$ cat src/design/dcq_pkg.sv
// Shared types and codes for the deadline callback queue.
package dcq_pkg;

	// Command codes as carried on the command port.
	typedef enum logic [2:0] {
		CMD_REGISTER = 3'd0,
		CMD_CANCEL   = 3'd1,
		CMD_IDLE     = 3'd2,
		CMD_EXPIRE   = 3'd3,
		CMD_FLUSH    = 3'd4
	} cmd_t;

	// Result event codes.
	localparam logic [3:0] EV_REGISTERED = 4'd0;
	localparam logic [3:0] EV_FULL       = 4'd1;
	localparam logic [3:0] EV_CANCELLED  = 4'd2;
	localparam logic [3:0] EV_NOT_FOUND  = 4'd3;
	localparam logic [3:0] EV_IDLE_FIRED = 4'd4;
	localparam logic [3:0] EV_NONE       = 4'd5;
	localparam logic [3:0] EV_TIMED_OUT  = 4'd6;
	localparam logic [3:0] EV_SCAN_DONE  = 4'd7;
	localparam logic [3:0] EV_FLUSH_DONE = 4'd8;

	// Sequencer states.
	typedef enum logic [2:0] {
		ST_IDLE,
		ST_FIND,
		ST_RD_ORD,
		ST_RD_DL,
		ST_DECIDE,
		ST_FINISH
	} state_t;

endpackage

$ cat src/design/dcq_ram.sv
// Simple dual-port synchronous RAM with registered read.
module dcq_ram #(
	parameter int DATA_BITS = 32,
	parameter int ENTRIES   = 16
) (
	input  logic                       clk,
	input  logic                       we,
	input  logic [$clog2(ENTRIES)-1:0] waddr,
	input  logic [DATA_BITS-1:0]       wdata,
	input  logic [$clog2(ENTRIES)-1:0] raddr,
	output logic [DATA_BITS-1:0]       rdata
);

	logic [DATA_BITS-1:0] mem_q [ENTRIES];

	// Write port.
	always_ff @(posedge clk) begin
		if (we) begin
			mem_q[waddr] <= wdata;
		end
	end

	// Registered read port.
	always_ff @(posedge clk) begin
		rdata <= mem_q[raddr];
	end

endmodule

$ cat src/design/deadline_callback_queue_unit.sv
// Top level: deadline queue sequencer around the order and deadline memories.
// Register reports full when the queue is full, else searches for a free slot.
// Cancel, idle, expire and flush walk the order list, reading the order entry
// then its deadline for each pending entry, then finish.
// Each result is registered and appears for one cycle; no stall.
// Reset empties the queue; memory contents are not cleared and need no pass.
module deadline_callback_queue_unit #(
	parameter int DEPTH     = 16,
	parameter int TIME_BITS = 32
) (
	input  logic        clk,
	input  logic        arst_n,
	input  logic        start,
	output logic        busy,
	input  logic [2:0]  command,
	input  logic [31:0] now,
	input  logic [31:0] delay_seconds,
	input  logic [3:0]  handle,
	output logic        result_valid,
	output logic [3:0]  event_kind,
	output logic [3:0]  slot,
	output logic [31:0] next_deadline,
	output logic        last
);

	localparam int SW = $clog2(DEPTH);
	localparam int CW = $clog2(DEPTH + 1);
	localparam int TB = TIME_BITS;

	dcq_pkg::state_t state_q, state_d;
	dcq_pkg::cmd_t   cmd_q;

	logic [CW-1:0] cnt_q, r_q, w_q;
	logic [SW-1:0] s_q, slot_q, first_q;
	logic [DEPTH-1:0] occ_q;
	logic [TB-1:0] now_q, dl_q, next_q;
	logic [3:0] handle_q;
	logic found_q;

	logic [TB-1:0] now_t, dly_t;
	logic [TB:0] sum;
	logic accept, drop, find_hit, in_decide;

	logic          ord_we, dl_we;
	logic [SW-1:0] ord_waddr, ord_wdata, ord_raddr, ord_rdata;
	logic [TB-1:0] dl_rdata;

	logic       emit_d, last_d;
	logic [3:0] ev_d, sl_d;
	logic [31:0] nx_d;

	// Saturating deadline sum at the configured time width.
	assign now_t = TB'(now);
	assign dly_t = TB'(delay_seconds);
	assign sum   = {1'b0, now_t} + {1'b0, dly_t};

	assign accept = start && !busy;
	assign busy   = (state_q != dcq_pkg::ST_IDLE);

	// Order list and deadline memories.
	dcq_ram #(.DATA_BITS(SW), .ENTRIES(DEPTH)) u_order (
		.clk(clk), .we(ord_we), .waddr(ord_waddr), .wdata(ord_wdata),
		.raddr(ord_raddr), .rdata(ord_rdata)
	);

	dcq_ram #(.DATA_BITS(TB), .ENTRIES(DEPTH)) u_deadline (
		.clk(clk), .we(dl_we), .waddr(s_q), .wdata(dl_q),
		.raddr(ord_rdata), .rdata(dl_rdata)
	);

	// Entry removal test for the walking commands.
	always_comb begin
		unique case (cmd_q)
			dcq_pkg::CMD_CANCEL: drop = (8'(handle_q) == 8'(slot_q));
			dcq_pkg::CMD_IDLE:   drop = (r_q == '0);
			dcq_pkg::CMD_EXPIRE: drop = (dl_rdata <= now_q);
			default:             drop = 1'b1;
		endcase
	end

	assign find_hit  = (state_q == dcq_pkg::ST_FIND) && !occ_q[s_q];
	assign in_decide = (state_q == dcq_pkg::ST_DECIDE);

	// Sequencer state register.
	always_ff @(posedge clk or negedge arst_n) begin
		if (!arst_n) begin
			state_q <= dcq_pkg::ST_IDLE;
		end else begin
			state_q <= state_d;
		end
	end

	// Next state, memory control and result formation.
	always_comb begin
		state_d   = state_q;
		ord_we    = 1'b0;
		ord_waddr = w_q[SW-1:0];
		ord_wdata = slot_q;
		ord_raddr = r_q[SW-1:0];
		dl_we     = 1'b0;
		emit_d    = 1'b0;
		ev_d      = dcq_pkg::EV_REGISTERED;
		sl_d      = 4'd0;
		nx_d      = 32'd0;
		last_d    = 1'b0;
		unique case (state_q)
			dcq_pkg::ST_IDLE: begin
				if (accept) begin
					priority if (command == dcq_pkg::CMD_REGISTER) begin
						if (cnt_q >= CW'(DEPTH)) begin
							emit_d = 1'b1;
							ev_d   = dcq_pkg::EV_FULL;
							last_d = 1'b1;
						end else begin
							state_d = dcq_pkg::ST_FIND;
						end
					end else if (command == dcq_pkg::CMD_CANCEL || command == dcq_pkg::CMD_IDLE
							|| command == dcq_pkg::CMD_EXPIRE
							|| command == dcq_pkg::CMD_FLUSH) begin
						state_d = dcq_pkg::ST_RD_ORD;
					end else begin
						state_d = dcq_pkg::ST_IDLE;
					end
				end
			end
			dcq_pkg::ST_FIND: begin
				if (find_hit) begin
					dl_we     = 1'b1;
					ord_we    = 1'b1;
					ord_waddr = cnt_q[SW-1:0];
					ord_wdata = s_q;
					emit_d    = 1'b1;
					ev_d      = dcq_pkg::EV_REGISTERED;
					sl_d      = 4'(s_q);
					last_d    = 1'b1;
					state_d   = dcq_pkg::ST_IDLE;
				end
			end
			dcq_pkg::ST_RD_ORD: begin
				state_d = (r_q == cnt_q) ? dcq_pkg::ST_FINISH : dcq_pkg::ST_RD_DL;
			end
			dcq_pkg::ST_RD_DL: begin
				state_d = dcq_pkg::ST_DECIDE;
			end
			dcq_pkg::ST_DECIDE: begin
				if (drop) begin
					if (cmd_q == dcq_pkg::CMD_EXPIRE) begin
						emit_d = 1'b1;
						ev_d   = dcq_pkg::EV_TIMED_OUT;
						sl_d   = 4'(slot_q);
					end else if (cmd_q == dcq_pkg::CMD_FLUSH) begin
						emit_d = 1'b1;
						ev_d   = dcq_pkg::EV_CANCELLED;
						sl_d   = 4'(slot_q);
					end
				end else begin
					ord_we = 1'b1;
				end
				state_d = dcq_pkg::ST_RD_ORD;
			end
			dcq_pkg::ST_FINISH: begin
				emit_d  = 1'b1;
				last_d  = 1'b1;
				state_d = dcq_pkg::ST_IDLE;
				unique case (cmd_q)
					dcq_pkg::CMD_CANCEL: begin
						ev_d = found_q ? dcq_pkg::EV_CANCELLED : dcq_pkg::EV_NOT_FOUND;
						sl_d = handle_q;
					end
					dcq_pkg::CMD_IDLE: begin
						ev_d = found_q ? dcq_pkg::EV_IDLE_FIRED : dcq_pkg::EV_NONE;
						sl_d = found_q ? 4'(first_q) : 4'd0;
					end
					dcq_pkg::CMD_EXPIRE: begin
						ev_d = dcq_pkg::EV_SCAN_DONE;
						nx_d = 32'(next_q);
					end
					default: ev_d = dcq_pkg::EV_FLUSH_DONE;
				endcase
			end
			default: state_d = dcq_pkg::ST_IDLE;
		endcase
	end

	// Queue control state: count, occupancy and walk pointers.
	always_ff @(posedge clk or negedge arst_n) begin
		if (!arst_n) begin
			cnt_q   <= '0;
			occ_q   <= '0;
			r_q     <= '0;
			w_q     <= '0;
			s_q     <= '0;
			found_q <= 1'b0;
			cmd_q   <= dcq_pkg::CMD_REGISTER;
		end else begin
			if (accept) begin
				cmd_q   <= dcq_pkg::cmd_t'(command);
				r_q     <= '0;
				w_q     <= '0;
				s_q     <= '0;
				found_q <= 1'b0;
			end
			if (state_q == dcq_pkg::ST_FIND) begin
				if (find_hit) begin
					occ_q[s_q] <= 1'b1;
					cnt_q      <= cnt_q + CW'(1);
				end else begin
					s_q <= s_q + SW'(1);
				end
			end
			if (in_decide) begin
				r_q <= r_q + CW'(1);
				if (drop) begin
					occ_q[slot_q] <= 1'b0;
					found_q       <= 1'b1;
				end else begin
					w_q <= w_q + CW'(1);
				end
			end
			if (state_q == dcq_pkg::ST_FINISH) begin
				cnt_q <= w_q;
			end
		end
	end

	// Command operands and walk data.
	always_ff @(posedge clk) begin
		if (accept) begin
			now_q    <= now_t;
			dl_q     <= sum[TB] ? {TB{1'b1}} : sum[TB-1:0];
			handle_q <= handle;
			next_q   <= '0;
		end
		if (state_q == dcq_pkg::ST_RD_DL) begin
			slot_q <= ord_rdata;
		end
		if (in_decide) begin
			if (drop && r_q == '0) begin
				first_q <= slot_q;
			end
			if (!drop && (next_q == '0 || dl_rdata < next_q)) begin
				next_q <= dl_rdata;
			end
		end
	end

	// Result registers: valid is control, the fields are payload.
	always_ff @(posedge clk or negedge arst_n) begin
		if (!arst_n) begin
			result_valid <= 1'b0;
		end else begin
			result_valid <= emit_d;
		end
	end

	always_ff @(posedge clk) begin
		event_kind    <= ev_d;
		slot          <= sl_d;
		next_deadline <= nx_d;
		last          <= last_d;
	end

	// Occupancy agrees with the pending count whenever the queue is at rest.
	assert property (@(posedge clk) disable iff (!arst_n)
		(state_q == dcq_pkg::ST_IDLE) |-> ($countones(occ_q) == int'(cnt_q)))
		else $error("occupancy map and pending count disagree");

	// Compaction write pointer never overtakes the read pointer.
	assert property (@(posedge clk) disable iff (!arst_n)
		busy |-> (w_q <= r_q && r_q <= cnt_q))
		else $error("walk pointers out of order");

	// The pending count never exceeds the table depth.
	assert property (@(posedge clk) disable iff (!arst_n)
		cnt_q <= CW'(DEPTH))
		else $error("pending count beyond depth");

	// A final result always closes the command, so the unit is free again.
	assert property (@(posedge clk) disable iff (!arst_n)
		(emit_d && last_d) |=> !busy)
		else $error("unit still busy after final result");

endmodule
$ cat config.mk
export PLATFORM = sky130hd
export DESIGN_NAME = deadline_callback_queue_unit
export DESIGN_NICKNAME = d
export VERILOG_FILES = /design/src/design/dcq_pkg.sv /design/src/design/dcq_ram.sv /design/src/design/deadline_callback_queue_unit.sv
export SDC_FILE = /design/constraint.sdc
export NUM_CORES = 1
export LEC_CHECK = 0
export BUFFER_PORTS_ARGS = -buffer_cell sky130_fd_sc_hd__buf_2
export CAP_MARGIN = 10
export CORE_MARGIN = 2
export CORE_UTILIZATION = 55
export DETAILED_ROUTE_END_ITERATION = 10
export GPL_ROUTABILITY_DRIVEN = 0
export GPL_TIMING_DRIVEN = 0
export PLACE_DENSITY = 0.76
export SYNTH_ARGS = -nofsm -noshare
export SYNTH_HDL_FRONTEND = slang
export SYNTH_SLANG_ARGS = --single-unit
$ cat constraint.sdc
create_clock -name clk -period 5.2 [get_ports clk]
set_input_delay 1.04 -clock clk [delete_from_list [all_inputs] [get_ports clk]]
set_output_delay 1.04 -clock clk [all_outputs]
set_load 0.01 [all_outputs]
==> summary.md, run 1 <==
| Metric | Value |
|---|---|
| Relative slew margins | `1.90%` |
| Worst path top cell family by delay | `simple AND/OR/NAND/NOR gates` |
| Dominant register cell in the synthesized netlist | `sky130_fd_sc_hd__edfxtp_1` |
| Required time of the critical path | `5.47 ns` |
| Largest fanout on the critical path | `10` |
| RSZ-0062 raised after global routing | `no` |
| Maximum clock skew at final layout | `0.0258 ns` |
| Syn Area/Cell | `17.1 sq um` |
| Number of clock sinks | `804` |
| Final Setup Violations | `0` |
| # DRC | `0` |
| Post-Place Cell Area | `35100 sq um` |
| Total vias in the final route | `19000` |
| Number of enable-type register cells in the synthesized netlist | `652` |
| CTS root buf | `sky130_fd_sc_hd__clkbuf_16` |
| Clock-pin slew on the worst setup and hold paths | `0.06 ns` |
| Vias in the first global route | `19100` |
| Element type at the critical path start | `flip-flop` |
| Die Span Y | `249 um` |
| Critical Path, Cell by Cell | `ha_1, nand4_1, nor4_1, a211oi_2, nor3_2, buf_2, a31oi_1, nor2_1` |
| DP Cell Count | `2840` |
| Most common cell after layout, fill and taps aside | `sky130_fd_sc_hd__edfxtp_1` |
| Minimum clock period after layout | `4.20 ns` |
| Outcome | `finished with violations` |
| Delay contributed by the slowest stage of the critical path | `1.16 ns` |
| Final period util | `80.8%` |
| Class of the worst hold path | `reg2reg` |
| Finished layout cell area | `37800 sq um` |
| Cell Pwr Density | `521 nW/um^2` |
| Area of the die | `61900 sq um` |
| Number of nets at the end of the flow | `2330` |
| Antenna violations before repair | `1` |
| Number of antenna repair diodes | `0` |
| Type of the worst setup path | `reg2reg` |
| Number of hold violations in the final report | `0` |
| Resize count post-CTS | `0` |
| Clock tree buffer depth | `3` |
| Worst setup slack after layout | `0.997 ns` |
| Yosys synthesis warning count | `0` |
| GR Overflow Total | `0` |
| Number of levels the H-tree was split into | `3` |
| Count of unique library cells instantiated by Yosys | `73` |
| Critical path endpoint category | `flip-flop` |
| Area of the placeable core | `59100 sq um` |
| Finished Core Util | `64.0%` |
| Number of core rows | `89` |
| Post-synthesis instance area | `33000 sq um` |
| Count of placed standard cells in the final layout, fillers left out | `2991` |
| Total setup buffers inserted after CTS | `0` |
| Routed via count divided by cell count | `6.34` |
| Setup TNS | `0 ns` |
| Final max-slew violation count | `0` |
| TritonCTS clock tree | `yes` |
| Effective utilization at floorplan | `55.8%` |
| Total wire length after detailed routing | `81200 um` |
| Worst IR drop on VDD | `0.273 mV` |
| Largest net degree at the start of global routing | `44` |
| Min Hold Slack | `0.442 ns` |
| Slew of the pin with the lowest slew margin | `1.46 ns` |
| Synthesized Nets | `2106` |
| Die Width | `249 um` |
| # IOs | `117` |
| Clock latency on the worst-skew pair | `0.64 ns` |
| Number of hold buffers added after CTS | `0` |
| Leading cell types in the layout, fill and taps excluded | `sky130_fd_sc_hd__edfxtp_1, sky130_fd_sc_hd__mux4_2, sky130_fd_sc_hd__buf_2` |
| Antenna-violating nets left | `0` |
| WL per Instance | `27.1 um` |
| Arr. time, crit path | `4.47 ns` |
| Port-buffer cells | `116` |
| Overall track demand over capacity in global routing | `26.6%` |
| Proportion of synthesized chip area in sequential cells | `69.3%` |
| Flip-flop and latch count after synthesis | `804` |
| Violated checks | `capacitance limit` |
| Slowest stage cell on the critical path | `sky130_fd_sc_hd__nor4_1` |
| Fraction of final layout cells sized beyond drive strength 1 | `23.7%` |
| Pre-CTS setup slack | `0.829 ns` |
| Hpwl dp | `54700 um` |
| Proportion of synthesized flip-flops having asynchronous set or reset | `5.35%` |
| Layout-stage area growth over the synthesis result | `14.8%` |
| Static power due to leakage | `13.2 nW` |
| Setup slack on the worst flop-to-flop path | `1.0 ns` |
| Total power draw | `19.7 mW` |
| Total CTS buffers | `80` |
| Number of max-capacitance violations reported | `1` |
| Gate count after technology mapping | `1928` |
| Drt pass-1 iters | `5` |
| Global-route wire length before repair | `121000 um` |
| Fmax | `238 MHz` |
| Detailed router's first-iteration violation count | `2353` |
| Total buffers and inverters traversed by the critical path | `1` |
-- routing by layer --
layer | GRT usage (%) | routed length, um
met1 | 37.3 | 31900
met2 | 42.8 | 39200
met5 | 0 | 0
met4 | 9.28 | 2520
met3 | 4.24 | 7590
-- synthesized netlist by cell type (all sizes together) (16+ instances only) --
| cell type | number | area (sq um) |
|---|---|---|
| nor2 | 109 | 409 |
| xnor2 | 25 | 219 |
| edfxtp | 652 | 19600 |
| inv | 93 | 349 |
| nand2 | 105 | 394 |
| buf | 33 | 171 |
| dfxtp | 109 | 2180 |
| ha | 103 | 1290 |
| clkbuf | 45 | 170 |
| mux2 | 36 | 405 |
| dfrtp | 43 | 1080 |
| nor3 | 48 | 265 |
| a21oi | 64 | 320 |
| nand4 | 22 | 138 |
| o32a | 16 | 160 |
| o21ai | 45 | 240 |
| mux4 | 184 | 4140 |
-- cells by family (layout without fill, tap and decap cells) --
family,after synthesis,after routing,synth area share (%)
buffers and inverters,172,462,2.11
adders and majority gates,104,104,3.97
xor gates and xnor gates,37,37,0.983
and+or+nand+nor,366,366,5.24
muxes,228,228,14.0
AOI/OAI and AO/OA,217,217,4.39
DFF,804,804,69.3
-- path summary, 6_finish.rpt --
kind | start | endpoint | depth (start not counted)
max | u_deadline.rdata[19] | u_order.mem_q[6][1] | 8
min | u_order.rdata[2] | slot_q[2] | 0
max reg2reg | u_deadline.rdata[19] | u_order.mem_q[6][1] | 8
min reg2reg | u_order.rdata[2] | slot_q[2] | 0
max in group asynchronous | arst_n | result_valid | 1
min in group asynchronous | arst_n | cnt_q[4] | 1
-- state kept, by name, summed over array words and instances (netlist names), 5 cells and up --
name and flops:
u_deadline.mem_q 512, u_order.mem_q 64, r_q 5, cnt_q 5, occ_q 16, next_q 32, w_q 5, dl_q 32
now_q 32, u_deadline.rdata 32, next_deadline 32
-- cell type report --
| class | instances | area, sq um |
|---|---|---|
| flip-flops and latches | 804 | 22800 |
| inverters | 94 | 353 |
| repair buffers | 142 | 1100 |
| fillers | 3947 | 21300 |
| well taps | 773 | 967 |
| clock buffers | 123 | 2330 |
| plain buffers | 78 | 343 |
| multi-input cells | 952 | 9550 |
| clock inverters | 25 | 358 |
-- power by group --
group	internal, mW	leakage, nW	total [mW]	switching [mW]
clock network	3.45	1.30	5.86	2.41
registers	7.89	7.33	8.64	0.751
logic	2.35	4.56	5.22	2.87
-- worst reg2reg max path: stages (launching register included) --
cell	delay [ns]
sky130_fd_sc_hd__dfxtp_1	0.42
sky130_fd_sc_hd__ha_1	0.38
sky130_fd_sc_hd__nand4_1	0.22
sky130_fd_sc_hd__nor4_1	1.16
sky130_fd_sc_hd__a211oi_2	0.26
sky130_fd_sc_hd__nor3_2	0.43
sky130_fd_sc_hd__buf_2	0.28
sky130_fd_sc_hd__a31oi_1	0.25
sky130_fd_sc_hd__nor2_1	0.44
No activity file was read; power rests on OpenSTA's default activity.
==> run 2, diff against run 1 <==
==> constraint.sdc (replaced) <==
create_clock -name clk -period 4.05 [get_ports clk]
set_input_delay 0.81 -clock clk [delete_from_list [all_inputs] [get_ports clk]]
set_output_delay 0.81 -clock clk [all_outputs]
set_load 0.01 [all_outputs]
==> summary.md, run 2 (synthesis gave the netlist of run 1 again) <==
| Metric | Value |
|---|---|
| Outcome | `finished clean` |
| Number of levels the H-tree was split into | `3` |
| Setup slack on the worst flop-to-flop path | `0.16 ns` |
| Relative slew margins | `16.5%` |
| Total CTS buffers | `80` |
| Clock latency on the worst-skew pair | `0.64 ns` |
| Number of hold violations in the final report | `0` |
| Largest net degree at the start of global routing | `44` |
| Static power due to leakage | `13.2 nW` |
| Number of max-capacitance violations reported | `0` |
| Detailed router's first-iteration violation count | `2381` |
| Layout-stage area growth over the synthesis result | `14.8%` |
| Antenna violations before repair | `1` |
| Overall track demand over capacity in global routing | `26.6%` |
| Routed via count divided by cell count | `6.35` |
| Final max-slew violation count | `0` |
| Number of clock sinks | `804` |
| GR Overflow Total | `0` |
| Die Width | `249 um` |
| Arr. time, crit path | `4.20 ns` |
| Length in cells of the worst reg-to-reg path | `9` |
| Vias in the first global route | `19100` |
| Critical path endpoint category | `flip-flop` |
| # DRC | `0` |
| Effective utilization at floorplan | `55.8%` |
| Area of the die | `61900 sq um` |
| Antenna-violating nets left | `0` |
| WL per Instance | `27.2 um` |
| Crit Reg-Reg Startpoint | `u_deadline.rdata[14]` |
| # IOs | `117` |
| Final Setup Violations | `0` |
| Die Span Y | `249 um` |
| Worst IR drop on VDD | `0.349 mV` |
| RSZ-0062 raised after global routing | `no` |
| Largest fanout on the critical path | `10` |
| Total power draw | `25.3 mW` |
| Required time of the critical path | `4.37 ns` |
| Final period util | `96.0%` |
| Drt pass-1 iters | `5` |
| Count of placed standard cells in the final layout, fillers left out | `2990` |
| Number of core rows | `89` |
| Hpwl dp | `54700 um` |
| Total wire length after detailed routing | `81300 um` |
| Worst reg2reg endpoint | `u_order.mem_q[6][1]` |
| Clock-pin slew on the worst setup and hold paths | `0.06 ns` |
| Port-buffer cells | `116` |
| Minimum clock period after layout | `3.89 ns` |
| Type of the worst setup path | `reg2reg` |
| Clock tree buffer depth | `3` |
| Global-route wire length before repair | `121000 um` |
| Total setup buffers inserted after CTS | `0` |
| DP Cell Count | `2840` |
| CTS root buf | `sky130_fd_sc_hd__clkbuf_16` |
| Registers with the most flip-flops | `u_deadline.mem_q (512), u_order.mem_q (64)` |
| Leading cell types in the layout, fill and taps excluded | `sky130_fd_sc_hd__edfxtp_1, sky130_fd_sc_hd__mux4_2, sky130_fd_sc_hd__buf_2` |
| Slew of the pin with the lowest slew margin | `1.24 ns` |
| Fraction of final layout cells sized beyond drive strength 1 | `23.8%` |
| Class of the worst hold path | `in2async` |
| TritonCTS clock tree | `yes` |
| Element type at the critical path start | `flip-flop` |
| Number of nets at the end of the flow | `2329` |
| Number of antenna repair diodes | `0` |
| Maximum clock skew at final layout | `0.0245 ns` |
| Flip-flop count of the largest register, all copies and words added | `512` |
| Most common cell after layout, fill and taps aside | `sky130_fd_sc_hd__edfxtp_1` |
| Total vias in the final route | `19000` |
| Number of hold buffers added after CTS | `0` |
| Fmax | `257 MHz` |
| Largest Register | `u_deadline.mem_q` |
| Cell Pwr Density | `669 nW/um^2` |
| Area of the placeable core | `59100 sq um` |
-- run 2: how the worst max path moves through the flow --
stage                         startpoint                  end  slack (ns)  cells after the start
floorplan                          start               s_q[1]        0.31                      5
global placement                  s_q[1]             occ_q[4]       -1.81                      9
detailed placement                now[0]             dl_q[24]       -0.09                     14
CTS                               r_q[1]  u_order.mem_q[6][0]        0.05                     12
global route                      r_q[0]  u_order.mem_q[6][1]        0.08                     11
finish              u_deadline.rdata[14]  u_order.mem_q[6][1]        0.16                      9
-- run 2: final cells by class --
type                            count  area, sq um
Multi-Input combinational cell    952         9560
Timing Repair Buffer              142         1100
Buffer                             77          340
Clock buffer                      123         2330
Inverter                           94          353
Clock inverter                     25          358
Sequential cell                   804        22800
Tap cell                          773          967
Fill cell                        3944        21300
-- run 2: layer usage --
layer	global-route usage, %	wire length [um]	vias up
met3	4.24	7310	138
met4	9.19	2430	0
met2	42.9	39300	1061
met1	37.3	32200	9751
met5	0	0	-
li1	-	-	8024
-- run 2: where the power goes --
part           internal, mW  switching [mW]  leakage, nW
clock network          4.43            3.08         1.30
logic                  3.01            3.68         4.57
registers              10.1           0.966         7.33
total                  17.6            7.73         13.2
-- run 2: repair_timing --
item	4_1_cts	5_1_grt
setup endpoints to repair	4	48
gates cloned	0	0
gates resized for setup	1	2
-- run 2: metrics by stage --
step	hold WS (ns)	util, %	cell area [sq um]	setup WS, ns	TNS [ns]
after floorplan	0.406	-	33000	0.311	0
after global placement	0.420	58.4	34500	-1.81	-968.87
after detailed placement	0.430	59.4	35100	-0.0910	-0.247
after CTS	0.339	63.9	37800	0.0499	0
after global routing	0.356	64.0	37800	0.0820	0
final	0.346	64.0	37800	0.162	0
-- run 2: worst max-delay path: stages (launching register included) --
cell                      delay [ns]
sky130_fd_sc_hd__dfxtp_1        0.42
sky130_fd_sc_hd__ha_1           0.35
sky130_fd_sc_hd__nand4_1        0.16
sky130_fd_sc_hd__nor4_1         0.98
sky130_fd_sc_hd__nand2_1        0.26
sky130_fd_sc_hd__o21ai_1        0.26
sky130_fd_sc_hd__nor3_2         0.12
sky130_fd_sc_hd__buf_2          0.20
sky130_fd_sc_hd__a31oi_1        0.54
sky130_fd_sc_hd__nor2_1         0.28
==> run 3, diff against run 2 <==
--- a/config.mk
+++ b/config.mk
@@ -8,11 +8,12 @@
 export BUFFER_PORTS_ARGS = -buffer_cell sky130_fd_sc_hd__buf_2
 export CAP_MARGIN = 10
 export CORE_MARGIN = 2
-export CORE_UTILIZATION = 55
+export CORE_UTILIZATION = 62
 export DETAILED_ROUTE_END_ITERATION = 10
 export GPL_ROUTABILITY_DRIVEN = 0
 export GPL_TIMING_DRIVEN = 0
-export PLACE_DENSITY = 0.76
+export PLACE_DENSITY = 0.84
+export REMOVE_ABC_BUFFERS = 1
 export SYNTH_ARGS = -nofsm -noshare
 export SYNTH_HDL_FRONTEND = slang
 export SYNTH_SLANG_ARGS = --single-unit
==> summary.md, run 3 (synthesis gave the netlist of run 1 again) <==
| Metric | Value |
|---|---|
| Outcome | `finished clean` |
| Clock-pin slew on the worst setup and hold paths | `0.06 ns` |
| Layout-stage area growth over the synthesis result | `15.1%` |
| Detailed router's first-iteration violation count | `2992` |
| Hpwl dp | `52100 um` |
| Total vias in the final route | `19900` |
| Static power due to leakage | `13.3 nW` |
| Effective utilization at floorplan | `62.7%` |
| GR Overflow Total | `0` |
| Number of core rows | `84` |
| Number of filler cells placed in the layout | `2925` |
| Arr. time, crit path | `4.33 ns` |
| Total power draw | `25.2 mW` |
| Setup TNS | `0 ns` |
| Met3 Wirelength | `10600 um` |
| Clock latency on the worst-skew pair | `0.64 ns` |
| Finished layout cell area | `37900 sq um` |
| Largest Register | `u_deadline.mem_q` |
| Number of nets at the end of the flow | `2291` |
| Class of the worst hold path | `in2async` |
| Element type at the critical path start | `flip-flop` |
| Count of placed standard cells in the final layout, fillers left out | `2865` |
| Most common cell after layout, fill and taps aside | `sky130_fd_sc_hd__edfxtp_1` |
| Type of the worst setup path | `reg2reg` |
| Highest signal layer in the routed design | `met4` |
| Total wire length after detailed routing | `86000 um` |
| Number of levels the H-tree was split into | `3` |
| Final max-slew violation count | `0` |
| DR WL met2 | `41300 um` |
| Relative slew margins | `16.7%` |
| Antenna-violating nets left | `0` |
| Flip-flop count of the largest register, all copies and words added | `512` |
| Registers with the most flip-flops | `u_deadline.mem_q (512), u_order.mem_q (64)` |
| Leading cell types in the layout, fill and taps excluded | `sky130_fd_sc_hd__edfxtp_1, sky130_fd_sc_hd__mux4_2, sky130_fd_sc_hd__buf_2` |
| Vias in the first global route | `19800` |
| Cell Pwr Density | `664 nW/um^2` |
| TritonCTS clock tree | `yes` |
| Pre-CTS setup slack | `-0.435 ns` |
| Total CTS buffers | `78` |
| Routed via count divided by cell count | `6.95` |
| Global-route wire length before repair | `126000 um` |
| Number of max-capacitance violations reported | `0` |
| Overall track demand over capacity in global routing | `31.9%` |
| DP Cell Count | `2693` |
| Min Hold Slack | `0.360 ns` |
| Length in cells of the worst reg-to-reg path | `8` |
| Fmax | `249 MHz` |
| Final period util | `99.3%` |
| Largest fanout on the critical path | `28` |
| Routed length on met1 | `30200 um` |
| Die Span Y | `235 um` |
| Largest net degree at the start of global routing | `78` |
| Fraction of final layout cells sized beyond drive strength 1 | `25.5%` |
| Worst setup slack after layout | `0.0265 ns` |
| Number of hold violations in the final report | `0` |
| Drt pass-1 iters | `6` |
| Number of clock sinks | `804` |
| # DRC | `0` |
| Worst IR drop on VDD | `0.399 mV` |
| Required time of the critical path | `4.36 ns` |
| Die Width | `235 um` |
| CTS root buf | `sky130_fd_sc_hd__clkbuf_16` |
| Area of the placeable core | `52600 sq um` |
| # IOs | `117` |
| Finished Core Util | `72.2%` |
| Critical path endpoint category | `flip-flop` |
| Slew of the pin with the lowest slew margin | `1.24 ns` |
| Number of hold buffers added after CTS | `0` |
| Maximum clock skew at final layout | `0.0341 ns` |
| Antenna violations before repair | `1` |
| Final Setup Violations | `0` |
| Area of the die | `55000 sq um` |
| Post-Place Cell Area | `35200 sq um` |
| Port-buffer cells | `116` |
| Minimum clock period after layout | `4.02 ns` |
| WL per Instance | `30.0 um` |
| Clock tree buffer depth | `3` |
==> run 3: critical path, cell delays in order, from the launching register on <==
cell and delay, ns:
sky130_fd_sc_hd__dfrtp_2 0.60, sky130_fd_sc_hd__mux4_2 0.64, sky130_fd_sc_hd__mux2i_1 0.28, sky130_fd_sc_hd__mux2_2 0.25, sky130_fd_sc_hd__and2_2 0.51, sky130_fd_sc_hd__nand2_1 0.41, sky130_fd_sc_hd__nor2_4 0.55, sky130_fd_sc_hd__buf_16 0.24
sky130_fd_sc_hd__buf_16 0.19
==> run 3: worst paths after layout <==
| check | endpoint | from | slack [ns] |
|---|---|---|---|
| max | u_deadline.mem_q[9][23] | s_q[0] | 0.03 |
| max reg2reg | u_deadline.mem_q[9][23] | s_q[0] | 0.03 |
| min in group clk | now_q[2] | now[2] | 0.37 |
| max in group asynchronous | s_q[0] | arst_n | 2.99 |
| min | state_q[1] | arst_n | 0.36 |
| min reg2reg | occ_q[5] | occ_q[5] | 0.50 |
==> run 3: area by class of cell <==
cell class,instances,area [sq um],area share (%)
flip-flops and latches,804,22900,60.2
inverters,94,358,0.943
multi-input cells,952,9570,25.2
repair buffers,183,1770,4.66
diodes,1,2.50,0.00660
clock inverters,45,423,1.11
well taps,688,861,2.27
clock buffers,98,2110,5.56
==> run 3: report_power, final <==
| part | internal [mW] | total [mW] | leakage (nW) | switching, mW |
|---|---|---|---|---|
| clock | 4.16 | 7.23 | 1.23 | 3.07 |
| combinational | 3.10 | 6.55 | 4.77 | 3.44 |
| sequential | 10.1 | 11.4 | 7.33 | 1.26 |
| total | 17.4 | 25.2 | 13.3 | 7.78 |
==> run 3: routing by layer <==
metal / vias up / global-route usage (%)
met3: 310 / 7.52
met1: 9958 / 42.8
li1: 7944 / -
met2: 1698 / 50.4
met5: - / 0
met4: 0 / 14.1
==> run 3: repair_timing <==
action | in CTS | in global routing
resized for setup | 1 | 2
pin swaps | 9 | 4
endpoints found under the setup margin | 515 | 243
buffers inserted | 19 | 7
endpoints found under the hold margin | 0 | 0
